===== config.mk =====
export PLATFORM = sky130hd
export DESIGN_NAME = fan_aggression_controller_unit
export DESIGN_NICKNAME = d
export VERILOG_FILES = /design/src/design/fac_pkg.sv /design/src/design/fac_regs.sv /design/src/design/fac_temp.sv /design/src/design/fac_power.sv /design/src/design/fan_aggression_controller_unit.sv
export SDC_FILE = /design/constraint.sdc
export NUM_CORES = 1
export LEC_CHECK = 0
export CAP_MARGIN = 20
export CELL_PAD_IN_SITES_DETAIL_PLACEMENT = 0
export CELL_PAD_IN_SITES_GLOBAL_PLACEMENT = 1
export CORE_ASPECT_RATIO = 0.7
export CORE_MARGIN = 2
export CORE_UTILIZATION = 48
export DETAILED_ROUTE_END_ITERATION = 16
export DONT_BUFFER_PORTS = 1
export PLACE_DENSITY = 0.76
export SETUP_SLACK_MARGIN = 0.1
export SLEW_MARGIN = 20
export SYNTH_ARGS = -nofsm -noshare
export SYNTH_HDL_FRONTEND = slang
export SYNTH_HIERARCHICAL = 1
export SYNTH_SLANG_ARGS = --single-unit
export TNS_END_PERCENT = 20

===== constraint.sdc =====
create_clock -name clk -period 6.7 [get_ports clk]
set_input_delay 1.34 -clock clk [delete_from_list [all_inputs] [get_ports clk]]
set_output_delay 1.34 -clock clk [all_outputs]
set_load 0.1 [all_outputs]

===== src/design/fac_pkg.sv =====
`timescale 1ns / 1ps
package fac_pkg;

	localparam int unsigned ADDR_W = 5;
	localparam int unsigned DATA_W = 32;

	typedef enum logic [2:0] {
		REG_HIGH_POWER  = 3'd0,
		REG_MID_POWER   = 3'd1,
		REG_FIRST_ESC   = 3'd2,
		REG_SECOND_ESC  = 3'd3,
		REG_OVERHEAT    = 3'd4,
		REG_SENSOR_FAIL = 3'd5
	} reg_idx_t;

	typedef struct packed {
		logic [31:0] high_power_limit;
		logic [31:0] mid_power_limit;
		logic [31:0] first_escalation_ms;
		logic [31:0] second_escalation_ms;
		logic [8:0]  overheat_celsius;
		logic [8:0]  sensor_fail_celsius;
	} cfg_t;

	typedef struct packed {
		logic [8:0] celsius;
		logic [2:0] level;
		logic       overheat;
		logic       sensor_fail;
	} temp_res_t;

	localparam logic [31:0] HIGH_POWER_RST  = 32'd100000000;
	localparam logic [31:0] MID_POWER_RST   = 32'd50000000;
	localparam logic [31:0] FIRST_ESC_RST   = 32'd30000;
	localparam logic [31:0] SECOND_ESC_RST  = 32'd90000;
	localparam logic [8:0]  OVERHEAT_RST    = 9'd80;
	localparam logic [8:0]  SENSOR_FAIL_RST = 9'd140;

	localparam logic [6:0] TEMP_SCALE_NUM = 7'd125;

	localparam logic [8:0] TEMP_STEP_1 = 9'd35;
	localparam logic [8:0] TEMP_STEP_2 = 9'd45;
	localparam logic [8:0] TEMP_STEP_3 = 9'd55;
	localparam logic [8:0] TEMP_STEP_4 = 9'd65;

	localparam logic [2:0] LEVEL_0 = 3'd0;
	localparam logic [2:0] LEVEL_1 = 3'd1;
	localparam logic [2:0] LEVEL_2 = 3'd2;
	localparam logic [2:0] LEVEL_3 = 3'd3;
	localparam logic [2:0] LEVEL_4 = 3'd4;

	function automatic logic [7:0] duty_of(input logic [2:0] lvl);
		logic [7:0] d;
		case (lvl)
			LEVEL_1: d = 8'd80;
			LEVEL_2: d = 8'd125;
			LEVEL_3: d = 8'd190;
			LEVEL_4: d = 8'd255;
			default: d = 8'd0;
		endcase
		return d;
	endfunction

endpackage


===== src/design/fac_regs.sv =====
`timescale 1ns / 1ps
module fac_regs (
	input  logic                        clk,
	input  logic                        arst_n,
	input  logic                        psel,
	input  logic                        penable,
	input  logic                        pwrite,
	input  logic [fac_pkg::ADDR_W-1:0]  paddr,
	input  logic [fac_pkg::DATA_W-1:0]  pwdata,
	output logic [fac_pkg::DATA_W-1:0]  prdata,
	output logic                        pready,
	output fac_pkg::cfg_t               cfg
);
	import fac_pkg::*;

	cfg_t     cfg_q;
	reg_idx_t idx;
	logic     wr_en;

	assign idx    = reg_idx_t'(paddr[ADDR_W-1:2]);
	assign wr_en  = psel & penable & pwrite;
	assign pready = 1'b1;
	assign cfg    = cfg_q;

	always_ff @(posedge clk or negedge arst_n) begin
		if (!arst_n) begin
			cfg_q.high_power_limit     <= HIGH_POWER_RST;
			cfg_q.mid_power_limit      <= MID_POWER_RST;
			cfg_q.first_escalation_ms  <= FIRST_ESC_RST;
			cfg_q.second_escalation_ms <= SECOND_ESC_RST;
			cfg_q.overheat_celsius     <= OVERHEAT_RST;
			cfg_q.sensor_fail_celsius  <= SENSOR_FAIL_RST;
		end else if (wr_en) begin
			case (idx)
				REG_HIGH_POWER:  cfg_q.high_power_limit     <= pwdata;
				REG_MID_POWER:   cfg_q.mid_power_limit      <= pwdata;
				REG_FIRST_ESC:   cfg_q.first_escalation_ms  <= pwdata;
				REG_SECOND_ESC:  cfg_q.second_escalation_ms <= pwdata;
				REG_OVERHEAT:    cfg_q.overheat_celsius     <= pwdata[8:0];
				REG_SENSOR_FAIL: cfg_q.sensor_fail_celsius  <= pwdata[8:0];
				default: ;
			endcase
		end
	end

	always_comb begin
		case (idx)
			REG_HIGH_POWER:  prdata = cfg_q.high_power_limit;
			REG_MID_POWER:   prdata = cfg_q.mid_power_limit;
			REG_FIRST_ESC:   prdata = cfg_q.first_escalation_ms;
			REG_SECOND_ESC:  prdata = cfg_q.second_escalation_ms;
			REG_OVERHEAT:    prdata = {23'd0, cfg_q.overheat_celsius};
			REG_SENSOR_FAIL: prdata = {23'd0, cfg_q.sensor_fail_celsius};
			default:         prdata = '0;
		endcase
	end

endmodule


===== src/design/fac_temp.sv =====
`timescale 1ns / 1ps
module fac_temp (
	input  logic [9:0]          temp_adc,
	input  fac_pkg::cfg_t       cfg,
	output fac_pkg::temp_res_t  res
);
	import fac_pkg::*;

	logic [16:0] scaled;
	logic [8:0]  celsius;
	logic        fail;

	// 0.48828125 = 125/256
	assign scaled  = {7'd0, temp_adc} * {10'd0, TEMP_SCALE_NUM};
	assign celsius = scaled[16:8];
	assign fail    = celsius >= cfg.sensor_fail_celsius;

	always_comb begin
		res.celsius     = celsius;
		res.sensor_fail = fail;
		res.overheat    = (celsius >= cfg.overheat_celsius) | fail;
		if (celsius >= TEMP_STEP_4)
			res.level = LEVEL_4;
		else if (celsius >= TEMP_STEP_3)
			res.level = LEVEL_3;
		else if (celsius >= TEMP_STEP_2)
			res.level = LEVEL_2;
		else if (celsius >= TEMP_STEP_1)
			res.level = LEVEL_1;
		else
			res.level = LEVEL_0;
	end

endmodule


===== src/design/fac_power.sv =====
`timescale 1ns / 1ps
module fac_power (
	input  logic          clk,
	input  logic          arst_n,
	input  logic          update,
	input  logic [31:0]   power,
	input  logic [31:0]   now_ms,
	input  fac_pkg::cfg_t cfg,
	output logic [2:0]    level
);
	import fac_pkg::*;

	logic        active_q;
	logic [31:0] start_q;
	logic        is_high;
	logic        is_mid;
	logic [31:0] start_eff;
	logic [31:0] elapsed;

	assign is_high   = power >= cfg.high_power_limit;
	assign is_mid    = power >= cfg.mid_power_limit;
	// timer restarts only on entry from below the middle band into it
	assign start_eff = active_q ? start_q : now_ms;
	assign elapsed   = now_ms - start_eff;

	always_comb begin
		if (is_high)
			level = LEVEL_3;
		else if (!is_mid)
			level = LEVEL_0;
		else if (elapsed >= cfg.second_escalation_ms)
			level = LEVEL_2;
		else if (elapsed >= cfg.first_escalation_ms)
			level = LEVEL_1;
		else
			level = LEVEL_0;
	end

	always_ff @(posedge clk or negedge arst_n) begin
		if (!arst_n) begin
			active_q <= 1'b0;
			start_q  <= '0;
		end else if (update) begin
			if (is_high) begin
				active_q <= 1'b1;
			end else if (is_mid) begin
				active_q <= 1'b1;
				start_q  <= start_eff;
			end else begin
				active_q <= 1'b0;
			end
		end
	end

endmodule


===== src/design/fan_aggression_controller_unit.sv =====
`timescale 1ns / 1ps
// channel  dir  handshake                  payload
// s_*      in   s_tvalid/s_tready          sample word, 80-bit tdata
// m_*      out  m_tvalid/m_tready          result word, 24-bit tdata
// apb      in   psel/penable/pwrite/pready limits and delays, 32-bit data
//
// one word per cycle while m_tready stays high, via stage 1 and stage 2 registers
// stage 1 registers the sample and the voltage times current product
// stage 2 compares, runs the escalation timer and registers the result
// a stalled result holds in stage 2 while stage 1 still takes one more word
// arst_n clears valid bits, timer state and loads register defaults
module fan_aggression_controller_unit (
	input  logic                       clk,
	input  logic                       arst_n,
	input  logic                       s_tvalid,
	output logic                       s_tready,
	// temp_adc[9:0], voltage_mv[25:10], current_ma[41:26], now_ms[73:42], zero pad
	input  logic [79:0]                s_tdata,
	output logic                       m_tvalid,
	input  logic                       m_tready,
	// fan_duty[7:0], fan_level[10:8], temp_celsius[19:11], overheat_alarm[20],
	// sensor_fail_alarm[21], zero pad
	output logic [23:0]                m_tdata,
	input  logic                       psel,
	input  logic                       penable,
	input  logic                       pwrite,
	input  logic [fac_pkg::ADDR_W-1:0] paddr,
	input  logic [fac_pkg::DATA_W-1:0] pwdata,
	output logic [fac_pkg::DATA_W-1:0] prdata,
	output logic                       pready
);
	import fac_pkg::*;

	cfg_t        cfg;
	temp_res_t   tres;
	logic        accept;
	logic        advance;
	logic        valid_s1;
	logic [9:0]  adc_s1;
	logic [31:0] power_s1;
	logic [31:0] now_s1;
	logic [31:0] power_in;
	logic [2:0]  plevel;
	logic [2:0]  level;
	logic        valid_s2;
	logic [7:0]  duty_s2;
	logic [2:0]  level_s2;
	logic [8:0]  celsius_s2;
	logic        over_s2;
	logic        fail_s2;

	fac_regs u_regs (
		.clk     (clk),
		.arst_n  (arst_n),
		.psel    (psel),
		.penable (penable),
		.pwrite  (pwrite),
		.paddr   (paddr),
		.pwdata  (pwdata),
		.prdata  (prdata),
		.pready  (pready),
		.cfg     (cfg)
	);

	assign advance  = valid_s1 & (~valid_s2 | m_tready);
	assign s_tready = ~valid_s1 | advance;
	assign accept   = s_tvalid & s_tready;
	assign power_in = {16'd0, s_tdata[25:10]} * {16'd0, s_tdata[41:26]};

	always_ff @(posedge clk or negedge arst_n) begin
		if (!arst_n)
			valid_s1 <= 1'b0;
		else
			valid_s1 <= accept | (valid_s1 & ~advance);
	end

	always_ff @(posedge clk) begin
		if (accept) begin
			adc_s1   <= s_tdata[9:0];
			power_s1 <= power_in;
			now_s1   <= s_tdata[73:42];
		end
	end

	fac_temp u_temp (
		.temp_adc (adc_s1),
		.cfg      (cfg),
		.res      (tres)
	);

	fac_power u_power (
		.clk    (clk),
		.arst_n (arst_n),
		.update (advance),
		.power  (power_s1),
		.now_ms (now_s1),
		.cfg    (cfg),
		.level  (plevel)
	);

	assign level = (plevel > tres.level) ? plevel : tres.level;

	always_ff @(posedge clk or negedge arst_n) begin
		if (!arst_n)
			valid_s2 <= 1'b0;
		else
			valid_s2 <= advance | (valid_s2 & ~m_tready);
	end

	always_ff @(posedge clk) begin
		if (advance) begin
			duty_s2    <= duty_of(level);
			level_s2   <= level;
			celsius_s2 <= tres.celsius;
			over_s2    <= tres.overheat;
			fail_s2    <= tres.sensor_fail;
		end
	end

	assign m_tvalid = valid_s2;
	assign m_tdata  = {2'b00, fail_s2, over_s2, celsius_s2, level_s2, duty_s2};

endmodule


==> results.tsv <==
metric	value	unit
status	finished clean	
max incr delay on CP	510	ps
HPWL Detailed	50100	um
fin. max-slew vios	0	
synth-to-layout area growth	9.83	%
# fillers	4854	
Hold Violations, Final	0	
Req. time, crit path	7080	ps
Multi-input gate area	17700	um^2
first-pass GRT wire length	108000	um
number of global-route vias before repair	19600	
Mean Syn Cell Area	10.4	um^2
Reg clk slew, reported paths	60	ps
CTS tree	done	
sequential share of the synthesized area	27.6	%
M3 GR Usage	4.52	%
final antenna-violating net count	0	
Synth area leader	fa_1	
top_reg_cell synth	dfrtp_1	
DRC viols	0	
Worst setup EP type	flop	
register area	7380	um^2
Setup crit start kind	flop	
Synth area leaders	fa_1 17%, ha_1 15%, dfrtp_1 13%, edfxtp_1 10%, inv_1 6.1%	
flop2flop setup slack	290	ps
Levels on crit path	27	
worst slew pin tran	1200	ps
critical path arrival	6790	ps
post-synth cell types	97	
IO Pins	183	
Yosys reg bits	274	
total number of vias	18500	
diode count	0	
GP Congestion	0.907	
Max Cap Violations	0	
Crit path max-delay family	adder cells	
worst path bufs/invs	7	
Die W	286	um
unrepaired setup endpoints after global routing	yes	
# rows	72	
IO buf count	0	
top cell type's share of synthesized area	16.7	%
Nets	3251	
dpl ws	-38.8	ps
most common cell after layout, fill and taps aside	inv_1	
Root Buffer	clkbuf_16	
Starting Density	48.5	%
Setup Viol. Count Final	0	
H-Tree Depth	2	
CP max stage cell	fa_1	
GRT met1 Usage	34.5	%
CP max FO	5	
Worst Setup Path Type	flop to flop	
Die Span Y	202	um
Routed WL per cell	19.9	um
Final Skew	14.9	ps
Worst-Skew Late Latency	540	ps
die area	57700	um^2
DRT Wirelength	66800	um
clock sinks	274	
met2 Use GR	35.4	%
Warnings, synthesis	6	
asr flop ratio synth	66.1	%
DR vias/cell	5.53	
R2R cell count	27	
Min-Delay Path Class	flop to flop	
antenna violations before repair	0	
DR pass1 iterations	6	
setup slack after layout	291	ps
most frequent cells in the layout	431 x inv_1, 309 x ha_1, 223 x fa_1	
1st-iter DRT viols	1229	
pin count of the biggest net entering global routing	182	
busiest grt layer	met2	
Syn Inst Count	2576	
Max Clk Rate	0.156	GHz
layout cells sized above 1	16.8	%
CTS max path bufs	3	
Slew HR	19.8	%
number of enable flip-flop cells after synthesis	93	
Hold Path Stages	2	
mapped cell area	26700	um^2
Final min period	6410	ps
core area	55100	um^2
gr ovfl total	0	
final cycle utilization of the critical path	95.7	%
total CTS buffers	34	
overall routing resource usage	23.4	%
-- registers in the layout, summed over array words and instances (netlist names) --
signal,count
u_power/start_q,32
u_power/active_q,1
fail_s2,1
valid_s1,1
over_s2,1
now_s1,32
adc_s1,10
duty_s2,5
celsius_s2,9
u_regs/cfg,146
power_s1,32
level_s2,3
m_tvalid,1
-- final cells by class --
cell class | instances | area share, %
sequential | 274 | 25.1
timing repair buffer | 72 | 2.14
multi-input combinational | 1770 | 60.2
clock inverter | 9 | 0.260
tap | 740 | 3.15
inverter | 437 | 5.59
clock buffer | 52 | 3.55
-- logic make-up after synthesis --
family | count (synthesis) | share of synthesized area, %
AO/OA/AOI/OAI | 415 | 10.3
AND/OR/NAND/NOR | 517 | 9.93
buffers and inverters | 533 | 8.01
multiplexers | 221 | 10.1
flip-flops | 274 | 27.6
other | 3 | 0.0421
adder cells (fa/ha/maj) | 542 | 31.6
XOR/XNOR | 71 | 2.42
-- cell usage after synthesis, types with 5 or more instances --
| cell | n |
|---|---|
| inv_1 | 436 |
| ha_1 | 315 |
| fa_1 | 223 |
| nand2_1 | 200 |
| dfrtp_1 | 136 |
| and2_1 | 123 |
| mux2_2 | 120 |
| a21oi_1 | 107 |
| edfxtp_1 | 93 |
| a21o_1 | 71 |
| clkbuf_1 | 51 |
| o21ai_1 | 51 |
| xnor2_1 | 51 |
| nor2_1 | 46 |
| dfstp_2 | 45 |
| mux2i_1 | 39 |
| o21ai_0 | 39 |
| mux2_1 | 38 |
| nor2b_1 | 33 |
| o31ai_1 | 32 |
| nand4_1 | 31 |
| mux4_2 | 24 |
| nand2b_1 | 24 |
| buf_2 | 19 |
| buf_4 | 19 |
| xor2_1 | 18 |
| nand3_1 | 17 |
| a31oi_1 | 15 |
| o211ai_1 | 14 |
| a211oi_1 | 11 |
| nor3_1 | 8 |
| o21a_1 | 8 |
| o21bai_1 | 8 |
| buf_6 | 6 |
| a221oi_1 | 5 |
| o221ai_1 | 5 |
| or3_1 | 5 |
-- through the flow --
step	TNS [ps]	utilization (%)	std cells	instance area (um^2)	hold slack, ps
floorplan	0	-	2577	26800	449
global route	0	53.3	3354	29400	472
finish	0	53.3	3354	29400	489
detailed placement	-111	50.3	3275	27800	474
CTS	0	52.5	3340	29000	476
global placement	0	50.3	3274	27700	463
-- what timing repair did --
action,in CTS,in global routing
resized for setup,14,58
setup buffers,4,13
pin swaps,4,23
hold buffers,0,0
setup endpoints to repair,6,10
gates cloned,0,0
-- worst min-delay path: cells and delay by family (launching register included) --
kind	cells	cell delay, ps
AO/OA/AOI/OAI	2	120
flip-flops	1	330
-- layer usage --
layer  vias to the layer above  routed length (um)
met5                         -                   0
met3                       100                4760
met4                         0                1500
met1                      9182               32000
li1                       8692                   -
met2                       564               28500
-- path summary, 6_finish.rpt --
path | startpoint | end
min in group asynchronous | arst_n | valid_s1
max in group asynchronous | arst_n | u_regs/cfg[107]
worst min register to register | u_power/start_q[19] | u_power/start_q[19]
worst max register to register | adc_s1[2] | duty_s2[1]
worst max-delay path | adc_s1[2] | duty_s2[1]
worst min-delay path | u_power/start_q[19] | u_power/start_q[19]
Power is not shown: default switching activity piles up to over one toggle a cycle in this logic, so the estimate is an artifact.
